[src/hw/rtl/aesbcm_pkg.sv]
// Shared types, constants and functions for the AES block cipher modes unit.
package aesbcm_pkg;

  localparam int NumKeyWords = 60;
  localparam int KwAddrW = 6;
  // Round key store: one 128-bit entry per round key
  localparam int RkDepth = 16;

  // Configuration register indexes
  localparam logic [2:0] RegKey0 = 3'd0;
  localparam logic [2:0] RegKey1 = 3'd1;
  localparam logic [2:0] RegKey2 = 3'd2;
  localparam logic [2:0] RegKey3 = 3'd3;
  localparam logic [2:0] RegIvHi = 3'd4;
  localparam logic [2:0] RegIvLo = 3'd5;
  localparam logic [2:0] RegKeySize = 3'd6;
  localparam logic [2:0] RegMode = 3'd7;

  typedef enum logic [2:0] {
    ST_IDLE,
    ST_EXPAND,
    ST_LOAD,
    ST_ROUND,
    ST_OUT
  } state_t;

  // Controller to datapath
  typedef struct packed {
    logic       exp_start;
    logic       exp_step;
    logic       load;
    logic       round;
    logic       finish;
  } cmd_t;

  // Datapath to controller
  typedef struct packed {
    logic exp_done;
    logic last_round;
  } sts_t;

  function automatic logic [7:0] xt(input logic [7:0] a);
    xt = a[7] ? ((a << 1) ^ 8'h1B) : (a << 1);
  endfunction

  function automatic logic [7:0] gmul(input logic [7:0] a, input logic [7:0] b);
    logic [7:0] r;
    logic [7:0] p;
    r = 8'h00;
    p = a;
    for (int i = 0; i < 8; i++) begin
      if (b[i]) r = r ^ p;
      p = xt(p);
    end
    gmul = r;
  endfunction

  localparam logic [7:0] SBOX [256] = '{
    8'h63,8'h7c,8'h77,8'h7b,8'hf2,8'h6b,8'h6f,8'hc5,8'h30,8'h01,8'h67,8'h2b,8'hfe,8'hd7,8'hab,8'h76,
    8'hca,8'h82,8'hc9,8'h7d,8'hfa,8'h59,8'h47,8'hf0,8'had,8'hd4,8'ha2,8'haf,8'h9c,8'ha4,8'h72,8'hc0,
    8'hb7,8'hfd,8'h93,8'h26,8'h36,8'h3f,8'hf7,8'hcc,8'h34,8'ha5,8'he5,8'hf1,8'h71,8'hd8,8'h31,8'h15,
    8'h04,8'hc7,8'h23,8'hc3,8'h18,8'h96,8'h05,8'h9a,8'h07,8'h12,8'h80,8'he2,8'heb,8'h27,8'hb2,8'h75,
    8'h09,8'h83,8'h2c,8'h1a,8'h1b,8'h6e,8'h5a,8'ha0,8'h52,8'h3b,8'hd6,8'hb3,8'h29,8'he3,8'h2f,8'h84,
    8'h53,8'hd1,8'h00,8'hed,8'h20,8'hfc,8'hb1,8'h5b,8'h6a,8'hcb,8'hbe,8'h39,8'h4a,8'h4c,8'h58,8'hcf,
    8'hd0,8'hef,8'haa,8'hfb,8'h43,8'h4d,8'h33,8'h85,8'h45,8'hf9,8'h02,8'h7f,8'h50,8'h3c,8'h9f,8'ha8,
    8'h51,8'ha3,8'h40,8'h8f,8'h92,8'h9d,8'h38,8'hf5,8'hbc,8'hb6,8'hda,8'h21,8'h10,8'hff,8'hf3,8'hd2,
    8'hcd,8'h0c,8'h13,8'hec,8'h5f,8'h97,8'h44,8'h17,8'hc4,8'ha7,8'h7e,8'h3d,8'h64,8'h5d,8'h19,8'h73,
    8'h60,8'h81,8'h4f,8'hdc,8'h22,8'h2a,8'h90,8'h88,8'h46,8'hee,8'hb8,8'h14,8'hde,8'h5e,8'h0b,8'hdb,
    8'he0,8'h32,8'h3a,8'h0a,8'h49,8'h06,8'h24,8'h5c,8'hc2,8'hd3,8'hac,8'h62,8'h91,8'h95,8'he4,8'h79,
    8'he7,8'hc8,8'h37,8'h6d,8'h8d,8'hd5,8'h4e,8'ha9,8'h6c,8'h56,8'hf4,8'hea,8'h65,8'h7a,8'hae,8'h08,
    8'hba,8'h78,8'h25,8'h2e,8'h1c,8'ha6,8'hb4,8'hc6,8'he8,8'hdd,8'h74,8'h1f,8'h4b,8'hbd,8'h8b,8'h8a,
    8'h70,8'h3e,8'hb5,8'h66,8'h48,8'h03,8'hf6,8'h0e,8'h61,8'h35,8'h57,8'hb9,8'h86,8'hc1,8'h1d,8'h9e,
    8'he1,8'hf8,8'h98,8'h11,8'h69,8'hd9,8'h8e,8'h94,8'h9b,8'h1e,8'h87,8'he9,8'hce,8'h55,8'h28,8'hdf,
    8'h8c,8'ha1,8'h89,8'h0d,8'hbf,8'he6,8'h42,8'h68,8'h41,8'h99,8'h2d,8'h0f,8'hb0,8'h54,8'hbb,8'h16};

  localparam logic [7:0] ISBOX [256] = '{
    8'h52,8'h09,8'h6a,8'hd5,8'h30,8'h36,8'ha5,8'h38,8'hbf,8'h40,8'ha3,8'h9e,8'h81,8'hf3,8'hd7,8'hfb,
    8'h7c,8'he3,8'h39,8'h82,8'h9b,8'h2f,8'hff,8'h87,8'h34,8'h8e,8'h43,8'h44,8'hc4,8'hde,8'he9,8'hcb,
    8'h54,8'h7b,8'h94,8'h32,8'ha6,8'hc2,8'h23,8'h3d,8'hee,8'h4c,8'h95,8'h0b,8'h42,8'hfa,8'hc3,8'h4e,
    8'h08,8'h2e,8'ha1,8'h66,8'h28,8'hd9,8'h24,8'hb2,8'h76,8'h5b,8'ha2,8'h49,8'h6d,8'h8b,8'hd1,8'h25,
    8'h72,8'hf8,8'hf6,8'h64,8'h86,8'h68,8'h98,8'h16,8'hd4,8'ha4,8'h5c,8'hcc,8'h5d,8'h65,8'hb6,8'h92,
    8'h6c,8'h70,8'h48,8'h50,8'hfd,8'hed,8'hb9,8'hda,8'h5e,8'h15,8'h46,8'h57,8'ha7,8'h8d,8'h9d,8'h84,
    8'h90,8'hd8,8'hab,8'h00,8'h8c,8'hbc,8'hd3,8'h0a,8'hf7,8'he4,8'h58,8'h05,8'hb8,8'hb3,8'h45,8'h06,
    8'hd0,8'h2c,8'h1e,8'h8f,8'hca,8'h3f,8'h0f,8'h02,8'hc1,8'haf,8'hbd,8'h03,8'h01,8'h13,8'h8a,8'h6b,
    8'h3a,8'h91,8'h11,8'h41,8'h4f,8'h67,8'hdc,8'hea,8'h97,8'hf2,8'hcf,8'hce,8'hf0,8'hb4,8'he6,8'h73,
    8'h96,8'hac,8'h74,8'h22,8'he7,8'had,8'h35,8'h85,8'he2,8'hf9,8'h37,8'he8,8'h1c,8'h75,8'hdf,8'h6e,
    8'h47,8'hf1,8'h1a,8'h71,8'h1d,8'h29,8'hc5,8'h89,8'h6f,8'hb7,8'h62,8'h0e,8'haa,8'h18,8'hbe,8'h1b,
    8'hfc,8'h56,8'h3e,8'h4b,8'hc6,8'hd2,8'h79,8'h20,8'h9a,8'hdb,8'hc0,8'hfe,8'h78,8'hcd,8'h5a,8'hf4,
    8'h1f,8'hdd,8'ha8,8'h33,8'h88,8'h07,8'hc7,8'h31,8'hb1,8'h12,8'h10,8'h59,8'h27,8'h80,8'hec,8'h5f,
    8'h60,8'h51,8'h7f,8'ha9,8'h19,8'hb5,8'h4a,8'h0d,8'h2d,8'he5,8'h7a,8'h9f,8'h93,8'hc9,8'h9c,8'hef,
    8'ha0,8'he0,8'h3b,8'h4d,8'hae,8'h2a,8'hf5,8'hb0,8'hc8,8'heb,8'hbb,8'h3c,8'h83,8'h53,8'h99,8'h61,
    8'h17,8'h2b,8'h04,8'h7e,8'hba,8'h77,8'hd6,8'h26,8'he1,8'h69,8'h14,8'h63,8'h55,8'h21,8'h0c,8'h7d};

  function automatic logic [31:0] sub_word(input logic [31:0] w);
    sub_word = {SBOX[w[31:24]], SBOX[w[23:16]], SBOX[w[15:8]], SBOX[w[7:0]]};
  endfunction

  // Mix one column with coefficients m0..m3 (row 0 form).
  function automatic logic [31:0] mix_col(input logic [31:0] a, input logic [7:0] m0,
                                          input logic [7:0] m1, input logic [7:0] m2,
                                          input logic [7:0] m3);
    logic [7:0] a0, a1, a2, a3;
    a0 = a[31:24]; a1 = a[23:16]; a2 = a[15:8]; a3 = a[7:0];
    mix_col = {gmul(a0, m0) ^ gmul(a1, m1) ^ gmul(a2, m2) ^ gmul(a3, m3),
               gmul(a0, m3) ^ gmul(a1, m0) ^ gmul(a2, m1) ^ gmul(a3, m2),
               gmul(a0, m2) ^ gmul(a1, m3) ^ gmul(a2, m0) ^ gmul(a3, m1),
               gmul(a0, m1) ^ gmul(a1, m2) ^ gmul(a2, m3) ^ gmul(a3, m0)};
  endfunction

endpackage

[src/hw/rtl/aesbcm_ctrl.sv]
// Controller state machine: key expansion, block rounds and result handoff.
module aesbcm_ctrl import aesbcm_pkg::*; (
  input  logic   clk,
  input  logic   rst,
  input  logic   cfg_write,
  input  logic   in_beat,
  input  logic   out_free,
  input  sts_t   sts,
  output logic   busy,
  output cmd_t   cmd
);

  state_t state, state_next;
  logic   keys_ready;

  // Track whether the schedule matches the current configuration
  always_ff @(posedge clk) begin
    if (rst) begin
      keys_ready <= 1'b0;
    end else if (cfg_write) begin
      keys_ready <= 1'b0;
    end else if (state == ST_EXPAND && sts.exp_done) begin
      keys_ready <= 1'b1;
    end
  end

  always_ff @(posedge clk) begin
    if (rst) begin
      state <= ST_IDLE;
    end else begin
      state <= state_next;
    end
  end

  // Next state
  always_comb begin
    state_next = state;
    case (state)
      ST_IDLE:   if (in_beat) state_next = keys_ready ? ST_LOAD : ST_EXPAND;
      ST_EXPAND: if (sts.exp_done) state_next = ST_LOAD;
      ST_LOAD:   state_next = ST_ROUND;
      ST_ROUND:  if (sts.last_round) state_next = ST_OUT;
      ST_OUT:    if (out_free) state_next = ST_IDLE;
      default:   state_next = ST_IDLE;
    endcase
  end

  // Outputs
  always_comb begin
    cmd = '0;
    busy = 1'b1;
    case (state)
      ST_IDLE: begin
        busy = 1'b0;
        cmd.exp_start = in_beat && !keys_ready;
      end
      ST_EXPAND: cmd.exp_step = 1'b1;
      ST_LOAD:   cmd.load = 1'b1;
      ST_ROUND:  cmd.round = 1'b1;
      ST_OUT:    cmd.finish = out_free;
      default:   cmd = '0;
    endcase
  end

  ast_round_after_load: assert property (@(posedge clk) disable iff (rst)
    state == ST_LOAD |=> state == ST_ROUND) else $error("load not followed by round");
  ast_idle_no_cmd: assert property (@(posedge clk) disable iff (rst)
    state == ST_IDLE |-> !cmd.round && !cmd.load) else $error("command while idle");
  ast_ready_after_exp: assert property (@(posedge clk) disable iff (rst)
    (state == ST_EXPAND && sts.exp_done && !cfg_write) |=> keys_ready)
    else $error("keys not marked ready");

endmodule

[config.mk]
export PLATFORM = sky130hd
export DESIGN_NAME = aesbcm_ctrl
export DESIGN_NICKNAME = d
export VERILOG_FILES = /design/src/hw/rtl/aesbcm_pkg.sv /design/src/hw/rtl/aesbcm_ctrl.sv
export SDC_FILE = /design/constraint.sdc
export NUM_CORES = 1
export LEC_CHECK = 0
export ABC_AREA = 1
export BUFFER_PORTS_ARGS = -buffer_cell sky130_fd_sc_hd__buf_4
export CORE_AREA = 2 2 39 41
export DETAILED_ROUTE_END_ITERATION = 16
export DIE_AREA = 0 0 41 43
export PLACE_DENSITY_LB_ADDON = 0.15
export SKIP_CTS_REPAIR_TIMING = 1
export SYNTH_ARGS = -nofsm -noshare
export SYNTH_HDL_FRONTEND = slang
export SYNTH_SLANG_ARGS = --single-unit
[constraint.sdc]
create_clock -name clk -period 1.55 [get_ports clk]
set_input_delay 0.155 -clock clk [delete_from_list [all_inputs] [get_ports clk]]
set_output_delay 0.155 -clock clk [all_outputs]
set_load 0.005 [all_outputs]
# Yosys cells after proc, flatten, opt, wreduce, memory -nomap -nowiden
# Index checks and enable logic that the tools add are counted.
[classes]
eq_ne = 8
n_mux = 12
n_reduce_logical = 6
[op_table]
columns = ["cell", "n"]
rows = [
  ["3-bit case mux with 5 select lines", 1],
  ["3-bit 2-to-1 mux", 4],
  ["2-bit != test (second input constant)", 4],
  ["3-bit by 2-bit == test with 1-bit output (second input constant)", 2],
  ["1-bit 2-to-1 mux", 6],
  ["4-bit AND reduction", 1],
  ["3-bit by 1-bit == test with 1-bit output (second input constant)", 1],
  ["3-bit == test (second input constant)", 1],
  ["3-bit logical NOT", 1],
  ["1-bit logical AND", 2],
  ["2-bit 2-to-1 mux", 1],
  ["2-bit OR reduction", 1],
  ["1-bit logical NOT", 1],
]
[word_totals]
register_bits = 4
input_bits = 7
out_inout_bits = 6
elab_cells = 28

# Longest topological paths before layout
[depth]
ltp_word = 3
mapped_depth = 7
ltp_nobuf = 7

# Worst setup path after synthesis
# Ideal clock, no wire load.
[synth_timing]
path_kind = "register to register"
from = "register state[2]"
to = "register state[1]"
arrival_ns = 0.900
t_required_ns = 1.437
setup_slack_ns = 0.537
stages_incl_launch_ff = 8
path_buffers = 0
synth_period_minus_slack_ns = 1.013
cell_sequence = "dfxtp_1 inv_2 nand3_1 nor2_1 nor2_1 nand3_1 nand2_1 nor2_1"
[synth_between]
elab_chain_len = 3
[synth_lines]
columns = ["element", "line_no", "rtl"]
rows = [
  ["start: declaration", "aesbcm_ctrl.sv:13", "state_t state, state_next;"],
  ["start signal: assignment", "aesbcm_ctrl.sv:31", "state <= state_next;"],
  ["3-bit by 1-bit == test with 1-bit output, or another cell as far along", "aesbcm_ctrl.sv:38", "case (state)"],
  ["2-bit != test (no line)", "-", ""],
  ["4-bit AND reduction (no line)", "-", ""],
]
# Parallel ways exist; a longest one is shown, timed or not.
# A chain may end at the register's enable or synchronous reset.

==> run summary <==
syn avg cell area: 5.88 um^2
Mapped Area: 270 um^2
Hold Path Class: primary input to flip-flop
most frequent cells in the layout: 12 x buf_4, 8 x nand2_1, 7 x inv_1, 7 x nand3_1, 7 x nor2_1
CTS buffer count: 3
Pins Over Slew Limit: 0
drt wl/cell: 8.96 um
vias in the first global route: 278
max incr delay on CP: 0.36 ns
Arr. time, crit path: 1.17 ns
CTS tree: done
Port Buffers: 12
Clk Latency, worst-skew pair: 0.23 ns
Ys Warns: 0
design area: 403 um^2
initial cell density of the core: 19.5%
CP Cell Sequence: nor2_2 > nand2_1 > nor3_1 > buf_4
Cell Rows: 14
placed inst area: 380 um^2
P&R area growth vs syn: 49.1%
final wirelength: 690 um
core area: 1380 um^2
total number of vias: 331
setup violators final: 0
GRT Total Usage: 10.3%
type of origin of the critical path: flip-flop
RSZ-0062 raised after global routing: no
Die Footprint: 1760 um^2
drc violations: 0
initial antenna violation count: 0
largest net degree at the start of global routing: 8
post-DP HPWL: 565 um
worst path required time: 1.39 ns
min Tclk post-route: 1.33 ns
Tcrit/Tclk final: 85.5%
overflow left after global routing: 0
Routed Antenna Nets: 0
Sink Count: 4
Syn Inst Count: 46
CTS clk-pin slew, worst paths: 0.03 ns
Max Root-Sink Buffers: 2
sequential fraction of the synthesis area: 29.6%
critical path's slowest cell: dfxtp_1
DRT Pass-1 Iters: 4
max-cap check violation count: 0
fmax: 755 MHz
status: complete, no violations
CP Capture Type: output pin
Synth Register Bits: 4
worst setup margin: 0.225 ns
Worst slew margin: 81.9%
commonest non-fill, non-tap cell in the layout: buf_4
Cell variety after synth: 12
PwrDens: 1810 nW/um^2
Chip Width: 41 um
initial DRC count: 9
Syn Nets: 53
Max H-tree Level: 1
Ant. Diodes: 0
root buf cell: clkbuf_4
clk_skew: 0.00441 ns
die span in y: 43 um
count of final hold-check violations: 0
share of cells above drive strength 1: 34.4%
worst IR drop on VDD: 667 uV
crit path kind: flip-flop to output pin
global-route wire length before repair: 1120 um
nets@finish: 70
TNS Setup: 0 ns
Worst-Margin Slew: 0.270 ns
I/O pins: 13
Leak: 0.216 nW
Avg Vias per Cell: 4.30
crit path max fanout: 6
RePlAce Congestion: 0.713
worst slack, placed: 0.438 ns
## path summary, 6_finish.rpt
kind,from,end,slack (ns),cells past startpoint
max,state[0]$_SDFFE_PP0P_,cmd[4],0.22,4
min,cfg_write,keys_ready$_SDFFE_PP0P_,0.09,2
max reg2reg,state[2]$_SDFFE_PP0P_,state[1]$_SDFFE_PP0P_,0.43,7
min reg2reg,keys_ready$_SDFFE_PP0P_,keys_ready$_SDFFE_PP0P_,0.54,2
## logic make-up (layout without fill, tap and decap cells)
kind of cell	count (synthesis)	count (layout)	synth area share, %
AND/OR/NAND/NOR	29	29	48.6
buffers and inverters	9	24	12.5
AO/OA/AOI/OAI	4	4	9.26
flip-flops	4	4	29.6
## power breakdown
part / internal [mW] / leakage (nW) / switching [mW]
Combinational: 0.187 / 0.169 / 0.219
Clock: 0.0865 / 0.0138 / 0.0406
Sequential: 0.139 / 0.0330 / 0.0552
Total: 0.413 / 0.216 / 0.315
## stage by stage
step           total power [mW]  util [%]  hold WS, ns  cells
3_3_place_gp              0.619      27.5        0.321     74
3_5_place_dp              0.604      27.5        0.321     74
5_1_grt                   0.809      29.1       0.0687     77
6_report                  0.728      29.1       0.0875     77
2_1_floorplan             0.449         -        0.232     46
4_1_cts                   0.740      29.1       0.0792     77
## sequential cells by signal (all words and copies together) (netlist names)
name        cells
state           3
keys_ready      1
## critical path, delay by kind of cell, from the launching register on
kind,cells,cell delay (ns)
buffers and inverters,1,0.14
DFF,1,0.36
and+or+nand+nor,3,0.45
## area by class of cell
type,count,area [um^2]
Clock buffer,3,22.5
Fill cell,171,981
Inverter,9,33.8
Multi-Input combinational cell,33,156
Sequential cell,4,80.1
Tap cell,16,20.0
Timing Repair Buffer,12,90.1
## cell usage after synthesis (all sizes together)
library cell	n	area, um^2
nor2	10	45.1
inv	9	33.8
nand2	8	30.0
nand3	7	35.0
dfxtp	4	80.1
nor3	3	15.0
a21oi	2	10.0
a31oi	1	6.26
nor4	1	6.26
o21ai	1	8.76
## metal layers
layer | vias to the layer above | GRT usage, % | share of wire [%]
li1 | 178 | - | -
met1 | 146 | 12.0 | 44
met2 | 7 | 12.8 | 51
met3 | 0 | 7.85 | 5.4
met4 | 0 | 6.00 | 0
met5 | - | 0 | 0
(Power assumes the default switching activity.)
